$ cat src/sv/ssf_pkg.sv
package ssf_pkg;

  // Sizing
  localparam int MAX_PATTERN = 16;
  localparam int MAX_SOURCE  = 65536;

  localparam int DATA_W  = 16;
  localparam int SLOT_W  = 4;
  localparam int LEN_W   = 5;
  localparam int IDX_W   = 17;
  localparam int PIDX_W  = (MAX_PATTERN > 1) ? $clog2(MAX_PATTERN) : 1;
  localparam int CNT_W   = $clog2(MAX_SOURCE + 2);
  localparam int START_W = $clog2(MAX_SOURCE);

  // APB register file
  localparam int ADDR_W  = 3;
  localparam int PDATA_W = 32;

  typedef enum logic {
    REQ_PATTERN = 1'b0,
    REQ_SOURCE  = 1'b1
  } req_type_t;

  typedef enum logic {
    REG_PATTERN_LENGTH  = 1'b0,
    REG_SEARCH_FROM_END = 1'b1
  } reg_idx_t;

  typedef struct packed {
    logic [LEN_W-1:0] pattern_length;
    logic             search_from_end;
  } cfg_t;

  // Common control for every cell of the window chain
  typedef struct packed {
    logic shift;
    logic clear;
  } cell_ctl_t;

endpackage

$ cat src/sv/ssf_apb.sv
module ssf_apb (
  input  logic                          clk,
  input  logic                          rst,
  input  logic                          psel,
  input  logic                          penable,
  input  logic                          pwrite,
  input  logic [ssf_pkg::ADDR_W-1:0]    paddr,
  input  logic [ssf_pkg::PDATA_W-1:0]   pwdata,
  output logic [ssf_pkg::PDATA_W-1:0]   prdata,
  output logic                          pready,
  output ssf_pkg::cfg_t                 cfg
);
  import ssf_pkg::*;

  reg_idx_t sel;
  logic     wr_en;

  assign sel    = reg_idx_t'(paddr[ADDR_W-1]);
  assign pready = 1'b1;
  assign wr_en  = psel && penable && pwrite && pready;

  // Register writes
  always_ff @(posedge clk) begin
    if (rst) begin
      cfg.pattern_length  <= LEN_W'(1);
      cfg.search_from_end <= 1'b0;
    end else if (wr_en) begin
      unique case (sel)
        REG_PATTERN_LENGTH:  cfg.pattern_length  <= pwdata[LEN_W-1:0];
        REG_SEARCH_FROM_END: cfg.search_from_end <= pwdata[0];
        default: ;
      endcase
    end
  end

  // Read back
  always_comb begin
    unique case (sel)
      REG_PATTERN_LENGTH:  prdata = PDATA_W'(cfg.pattern_length);
      REG_SEARCH_FROM_END: prdata = PDATA_W'(cfg.search_from_end);
      default:             prdata = '0;
    endcase
  end

endmodule

$ cat src/sv/ssf_cell.sv
module ssf_cell (
  input  logic                        clk,
  input  ssf_pkg::cell_ctl_t          ctl,
  input  logic [ssf_pkg::DATA_W-1:0]  shift_in,
  input  logic                        pat_we,
  input  logic [ssf_pkg::DATA_W-1:0]  pat_wdata,
  input  logic [ssf_pkg::DATA_W-1:0]  pat_sel,
  input  logic                        in_use,
  output logic [ssf_pkg::DATA_W-1:0]  win,
  output logic [ssf_pkg::DATA_W-1:0]  pat,
  output logic                        eq
);
  import ssf_pkg::*;

  // Window element: shifts in from the newer neighbor
  always_ff @(posedge clk) begin
    if (ctl.clear) begin
      win <= '0;
    end else if (ctl.shift) begin
      win <= shift_in;
    end
  end

  // Pattern element for this slot
  always_ff @(posedge clk) begin
    if (pat_we) begin
      pat <= pat_wdata;
    end
  end

  // Compare the element arriving in this position with its pattern element
  assign eq = !in_use || (shift_in == pat_sel);

endmodule

$ cat src/sv/substring_first_last_finder.sv
// Streaming substring search. Pattern elements are written by slot with
// req_type = 0; source elements follow with req_type = 1 and slide through a
// chain of MAX_PATTERN cells that compare the newest window against the
// first pattern_length pattern elements in parallel. The request carrying
// last_of_source returns one result: the start index of the first match (or
// the last one when search_from_end is set), -1 with status 0 if none, or
// -1 with status 1 on a length error. The block accepts one request per
// clock and stalls only while a finished result sits in the output register
// untaken. The registered result is valid the cycle after its last element.
// Configure pattern_length and search_from_end through APB while idle.
module substring_first_last_finder (
  input  logic                                clk,
  input  logic                                rst,
  input  logic                                psel,
  input  logic                                penable,
  input  logic                                pwrite,
  input  logic [ssf_pkg::ADDR_W-1:0]          paddr,
  input  logic [ssf_pkg::PDATA_W-1:0]         pwdata,
  output logic [ssf_pkg::PDATA_W-1:0]         prdata,
  output logic                                pready,
  input  logic                                in_valid,
  output logic                                in_ready,
  input  logic                                req_type,
  input  logic [ssf_pkg::SLOT_W-1:0]          pattern_slot,
  input  logic [ssf_pkg::DATA_W-1:0]          value,
  input  logic                                last_of_source,
  output logic                                out_valid,
  input  logic                                out_ready,
  output logic signed [ssf_pkg::IDX_W-1:0]    match_index,
  output logic                                status
);
  import ssf_pkg::*;

  cfg_t                cfg;
  cell_ctl_t           ctl;
  logic [DATA_W-1:0]   win     [MAX_PATTERN];
  logic [DATA_W-1:0]   pat     [MAX_PATTERN];
  logic [DATA_W-1:0]   pat_sel [MAX_PATTERN];
  logic [DATA_W-1:0]   chain_in[MAX_PATTERN];
  logic [MAX_PATTERN-1:0] eq;
  logic [MAX_PATTERN-1:0] use_mask;
  logic [MAX_PATTERN-1:0] pat_we;

  logic [CNT_W-1:0]    count;
  logic [CNT_W-1:0]    count_next;
  logic                match_seen;
  logic                match_seen_next;
  logic [START_W-1:0]  match_start;
  logic [START_W-1:0]  match_start_next;

  logic in_fire;
  logic src_fire;
  logic pat_fire;
  logic active;
  logic len_ok;
  logic hit;
  logic len_err;
  logic [CNT_W-1:0] len_ext;

  // Configuration registers
  ssf_apb u_apb (
    .clk     (clk),
    .rst     (rst),
    .psel    (psel),
    .penable (penable),
    .pwrite  (pwrite),
    .paddr   (paddr),
    .pwdata  (pwdata),
    .prdata  (prdata),
    .pready  (pready),
    .cfg     (cfg)
  );

  // Handshake
  assign in_ready = !out_valid || out_ready;
  assign in_fire  = in_valid && in_ready;
  assign src_fire = in_fire && (req_type_t'(req_type) == REQ_SOURCE);
  assign pat_fire = in_fire && (req_type_t'(req_type) == REQ_PATTERN);

  // Stream count with saturation one past the source limit
  assign len_ext    = CNT_W'(cfg.pattern_length);
  assign count_next = (count <= CNT_W'(MAX_SOURCE)) ? count + CNT_W'(1) : count;
  assign active     = count_next <= CNT_W'(MAX_SOURCE);
  assign len_ok     = (cfg.pattern_length != '0) &&
                      (32'(cfg.pattern_length) <= MAX_PATTERN);

  assign ctl.shift = src_fire && active;
  assign ctl.clear = rst || (src_fire && last_of_source);

  // Window chain
  for (genvar j = 0; j < MAX_PATTERN; j++) begin : g_cell
    logic [PIDX_W-1:0] pidx;

    assign chain_in[j] = (j == 0) ? value : win[(j == 0) ? 0 : j - 1];
    assign pat_we[j]   = pat_fire && (32'(pattern_slot) == j);
    assign use_mask[j] = 32'(cfg.pattern_length) > j;
    // Window position j lines up with pattern slot pattern_length-1-j
    assign pidx        = PIDX_W'(32'(cfg.pattern_length) - 1 - j);
    assign pat_sel[j]  = pat[pidx];

    ssf_cell u_cell (
      .clk       (clk),
      .ctl       (ctl),
      .shift_in  (chain_in[j]),
      .pat_we    (pat_we[j]),
      .pat_wdata (value),
      .pat_sel   (pat_sel[j]),
      .in_use    (use_mask[j]),
      .win       (win[j]),
      .pat       (pat[j]),
      .eq        (eq[j])
    );
  end

  // Match tracking
  assign hit = src_fire && active && len_ok && (count_next >= len_ext) && (&eq);

  always_comb begin
    match_seen_next  = match_seen;
    match_start_next = match_start;
    if (hit && (cfg.search_from_end || !match_seen)) begin
      match_seen_next  = 1'b1;
      match_start_next = START_W'(count_next - len_ext);
    end
  end

  assign len_err = !len_ok || !active || (len_ext > count_next);

  // Stream state
  always_ff @(posedge clk) begin
    if (rst) begin
      count       <= '0;
      match_seen  <= 1'b0;
      match_start <= '0;
    end else if (src_fire) begin
      if (last_of_source) begin
        count       <= '0;
        match_seen  <= 1'b0;
        match_start <= '0;
      end else begin
        count       <= count_next;
        match_seen  <= match_seen_next;
        match_start <= match_start_next;
      end
    end
  end

  // Result register
  always_ff @(posedge clk) begin
    if (rst) begin
      out_valid <= 1'b0;
    end else if (src_fire && last_of_source) begin
      out_valid <= 1'b1;
    end else if (out_ready) begin
      out_valid <= 1'b0;
    end
  end

  always_ff @(posedge clk) begin
    if (src_fire && last_of_source) begin
      status <= len_err;
      if (len_err || !match_seen_next) begin
        match_index <= '1;
      end else begin
        match_index <= IDX_W'(match_start_next);
      end
    end
  end

`ifndef SYNTH
  a_count_sat: assert property (@(posedge clk) disable iff (rst)
    count <= CNT_W'(MAX_SOURCE + 1))
    else $error("source count past saturation");

  a_start_order: assert property (@(posedge clk) disable iff (rst)
    match_seen |-> (CNT_W'(match_start) < count))
    else $error("recorded match starts beyond the stream");

  a_unseen_zero: assert property (@(posedge clk) disable iff (rst)
    !match_seen |-> (match_start == '0))
    else $error("match start set without a match");

  a_clear_after_last: assert property (@(posedge clk) disable iff (rst)
    (src_fire && last_of_source) |=> (count == '0) && !match_seen && out_valid)
    else $error("stream state not cleared after result");

  a_no_drop: assert property (@(posedge clk) disable iff (rst)
    (out_valid && !out_ready) |-> !in_ready)
    else $error("request accepted while result register blocked");
`endif

endmodule
$ cat config.mk
export PLATFORM = sky130hd
export DESIGN_NAME = substring_first_last_finder
export DESIGN_NICKNAME = d
export VERILOG_FILES = /design/src/sv/ssf_pkg.sv /design/src/sv/ssf_apb.sv /design/src/sv/ssf_cell.sv /design/src/sv/substring_first_last_finder.sv
export SDC_FILE = /design/constraint.sdc
export NUM_CORES = 2
export LEC_CHECK = 0
export ABC_CLOCK_PERIOD_IN_PS = 7500
export BUFFER_PORTS_ARGS = -buffer_cell sky130_fd_sc_hd__clkbuf_2
export CORE_MARGIN = 10
export CORE_UTILIZATION = 45
export CTS_CLUSTER_SIZE = 25
export DETAILED_ROUTE_END_ITERATION = 12
export GPL_ROUTABILITY_DRIVEN = 0
export GPL_TIMING_DRIVEN = 0
export HOLD_SLACK_MARGIN = 0.05
export PLACE_DENSITY = 0.58
export SETUP_SLACK_MARGIN = 0.2
export SKIP_CTS_REPAIR_TIMING = 1
export SYNTH_ARGS = -nofsm -noshare
export SYNTH_HDL_FRONTEND = slang
export SYNTH_SLANG_ARGS = --single-unit
$ cat constraint.sdc
create_clock -name clk -period 7.5 [get_ports clk]
set_input_delay 1.125 -clock clk [delete_from_list [all_inputs] [get_ports clk]]
set_output_delay 1.125 -clock clk [all_outputs]
set_load 0.005 [all_outputs]
==> flow_summary.toml <==
[status]
result_of_the_run = "finished clean"

[clock_tree]
cts_num_sinks = 555
cts-root-buf = "sky130_fd_sc_hd__clkbuf_16"
clk-insertion-delay-late_ps = 680
clk_pin_slew_ps = 60
numCtsBuffers = 67
tritoncts_clock_tree = "done"
ctsLongestPathBuffers = 3
h_tree_levels = 3

[yosys]
synth_top_flop_cell = "sky130_fd_sc_hd__dfxtp_1"
async_reset_ff_frac = 0
sequential_cell_area_fraction_in_the_yosys_report = 0.3689
synth_edf_count = 274
yosys.area.top_type = "sky130_fd_sc_hd__edfxtp_1"
synth_cells = 3616
syn_area_per_cell_sq_um = 10.39
yosys_warnings = 0
synthesis.area_sq_um = 37560
synth.ff_latch_count = 555
post_synth_main_area_contributors = "sky130_fd_sc_hd__edfxtp_1 22%, sky130_fd_sc_hd__dfxtp_1 15%, sky130_fd_sc_hd__mux4_2 13%"
synth_top_area_share = 0.2191
ys_types = 93

[worst_setup_path]
worstSetupPathType = "reg2reg"
cpLargestDelayFamily = "buffers and inverters"
critical-path-max-stage-delay_ps = 650
cp-end-kind = "flop"
critical_path_data_arrival_time_ps = 7750
worstSetupStartpointType = "flop"
crit_path_top_cell_by_count = "sky130_fd_sc_hd__buf_6"
worst_ep_required_time_ps = 7800
crit_fanout = 11
cp_num_buf_inv = 10
cell_with_the_largest_stage_delay_on_the_worst_path = "sky130_fd_sc_hd__mux2i_2"
worstPathCellList = "clkinvlp_4 > buf_6 > buf_6 > clkbuf_4 > buf_6 > ha_2 > buf_12 > buf_12 > buf_4 > mux2_2 > mux2i_2 > o21ai_0 > mux2i_1 > xnor2_1 > nor4_1 > nand4_1 > o32ai_1 > nand4bb_1 > clkbuf_1 > buf_2 > o31ai_1 > o2111ai_1"

[die]
floorplan.die_area_sq_um = 95410
io-pin-count = 117
die_height_um = 308.9
std_cell_rows = 105
initial_core_utilization = 0.4559
die_outline_width_um = 308.9
core-area_sq_um = 82370

[final_layout]
num-nets-final = 3875
postLayoutCoreUtil = 0.5183
drive_gt1_frac = 0.2214
area.growth.synth_to_final_pct = 13.69
stdcell_count = 4923

[placement]
dp_cells = 4787
dp_hpwl_um = 137400
port-buffer-count = 58

[timing]
rsz0062_at_grt = "no"
final_hold_violating_endpoints = 0
setup-tns-final_ps = 0
drv_slew = 0
final.hold.worst_slack_ps = 474.2
finalClockSkew_ps = 44.72
setup_viol_count_final = 0
worst_slew_slack_as_a_fraction_of_its_limit = 0.1967
slew_worst_pin_ps = 1205
final.period_utilization = 0.9929
fmaxAchievable_mhz = 134.3
period_needed_ps = 7447

[hold_path]
min-delay-path-class = "reg2reg"

[routing]
wirelength_um = 178000
drtPass1Iterations = 7
drt-wirelength-per-cell_um = 36.16
via_per_inst = 6.797
initialDrtViolationCount = 5642
detail_route.drc_violations = 0
detail-route-antenna-nets = 0
vias = 33460

[global_routing]
grt.total_usage = 0.3640
grt-ovfl-total = 0
via_count_of_the_first_global_routing_pass = 30230
number_of_antenna_violations_at_the_first_check_in_global_routing = 10
grt_max_degree = 19
grt_first_pass_wirelength_um = 242000

[power]
power-per-cell-area_nw_per_um2 = 204.7
worst_ir_drop_vdd_mv = 0.1997
total_leakage_power_nw = 15.73

[run]
drv_cap = 0
## placed cells by master (no fill, tap or decap), types with 68 or more instances in the layout
cell type                   synthesis  routed
sky130_fd_sc_hd__nand2_1          610     610
sky130_fd_sc_hd__mux2i_1          383     337
sky130_fd_sc_hd__a21oi_1          329     318
sky130_fd_sc_hd__dfxtp_1          281     280
sky130_fd_sc_hd__edfxtp_1         274     274
sky130_fd_sc_hd__mux4_2           220     220
sky130_fd_sc_hd__xnor2_1          155     153
sky130_fd_sc_hd__clkbuf_1         136     146
sky130_fd_sc_hd__nor2_1           156     143
sky130_fd_sc_hd__mux2_2           143     143
sky130_fd_sc_hd__xor2_1           116     115
sky130_fd_sc_hd__buf_4             67      71
sky130_fd_sc_hd__clkbuf_16          0      68
## logic make-up after synthesis
| group | after synthesis | synth area share |
|---|---|---|
| compound gates | 593 | 0.09672 |
| xor+xnor | 279 | 0.06806 |
| fa+ha+maj | 18 | 0.006197 |
| buf+inv | 337 | 0.04944 |
| flops | 555 | 0.3689 |
| mux | 749 | 0.2779 |
| other cells | 2 | 0.0002000 |
| simple gates | 1083 | 0.1326 |
## routing by layer
metal,GRT usage,vias up,part of all wire
li1,-,13710,-
met3,0.1682,713,0.16
met4,0.2523,12,0.098
met1,0.4376,16210,0.35
met5,0.01394,-,0.0016
met2,0.5106,2818,0.39
## sequential cells by signal, summed over array words and instances, names as in the netlist
name and cells:
g_cell.u_cell.pat 256, g_cell.u_cell.win 240, count 17, match_index 17, match_start 16, u_apb.cfg 6
match_seen 1, out_valid 1, status 1
## synthesized netlist by cell type, types with 17 or more instances
cell                        number
sky130_fd_sc_hd__nand2_1       610
sky130_fd_sc_hd__mux2i_1       383
sky130_fd_sc_hd__a21oi_1       329
sky130_fd_sc_hd__dfxtp_1       281
sky130_fd_sc_hd__edfxtp_1      274
sky130_fd_sc_hd__mux4_2        220
sky130_fd_sc_hd__nor2_1        156
sky130_fd_sc_hd__xnor2_1       155
sky130_fd_sc_hd__mux2_2        143
sky130_fd_sc_hd__clkbuf_1      136
sky130_fd_sc_hd__xor2_1        116
sky130_fd_sc_hd__buf_2          67
sky130_fd_sc_hd__buf_4          67
sky130_fd_sc_hd__o21ai_0        61
sky130_fd_sc_hd__nand4_1        50
sky130_fd_sc_hd__nor3_1         43
sky130_fd_sc_hd__o31ai_1        37
sky130_fd_sc_hd__nor4_1         36
sky130_fd_sc_hd__inv_1          28
sky130_fd_sc_hd__buf_6          26
sky130_fd_sc_hd__nand3_1        26
sky130_fd_sc_hd__nor2b_1        23
sky130_fd_sc_hd__o2111ai_1      23
sky130_fd_sc_hd__nand3b_1       22
sky130_fd_sc_hd__or3_1          21
sky130_fd_sc_hd__ha_1           17
sky130_fd_sc_hd__nor3b_1        17
## where the power goes
part           switching [mW]  leakage, nW  total (mW)  internal [mW]
registers              0.0198         4.71        3.22           3.20
clock network            1.46         1.15        3.55           2.09
logic                    1.31         9.88        1.96          0.656
## layout make-up
cell class	instances	area, sq um
Fill cell	7469	39680
Timing Repair Buffer	82	581.8
Sequential cell	555	13860
Tap cell	1070	1339
Buffer	309	1857
Inverter	28	108.9
Multi-Input combinational cell	2750	22550
Clock buffer	87	1853
Antenna cell	5	12.51
Clock inverter	37	535.5
## worst min-delay path: stages, from the launching register on
cell and delay [ps]:
sky130_fd_sc_hd__dfxtp_1 320, sky130_fd_sc_hd__nand2_1 60, sky130_fd_sc_hd__a21oi_1 50
## path summary, 6_finish.rpt
kind / startpoint / endpoint / slack [ps] / cells after the start
worst max-delay path: u_apb.cfg[1]$_SDFFE_PP1P_ / match_index[15]$_SDFFCE_PP1P_ / 50 / 22
worst min-delay path: g_cell[14].u_cell.win[11]$_SDFFE_PP0P_ / g_cell[14].u_cell.win[11]$_SDFFE_PP0P_ / 470 / 2
worst max register to register: u_apb.cfg[1]$_SDFFE_PP1P_ / match_index[15]$_SDFFCE_PP1P_ / 50 / 22
worst min register to register: g_cell[14].u_cell.win[11]$_SDFFE_PP0P_ / g_cell[14].u_cell.win[11]$_SDFFE_PP0P_ / 470 / 2
## per-stage QoR
stage | power (mW) | area [sq um] | setup slack, ps
after floorplan | 4.345 | 37650 | 1990
after global placement | 5.017 | 39280 | -2002
after detailed placement | 5.028 | 39620 | -1955
after CTS | 8.518 | 42010 | -2005
after global routing | 8.846 | 42680 | 145.7
final | 8.739 | 42700 | 53.24
Power figures use the tool's default switching activity.
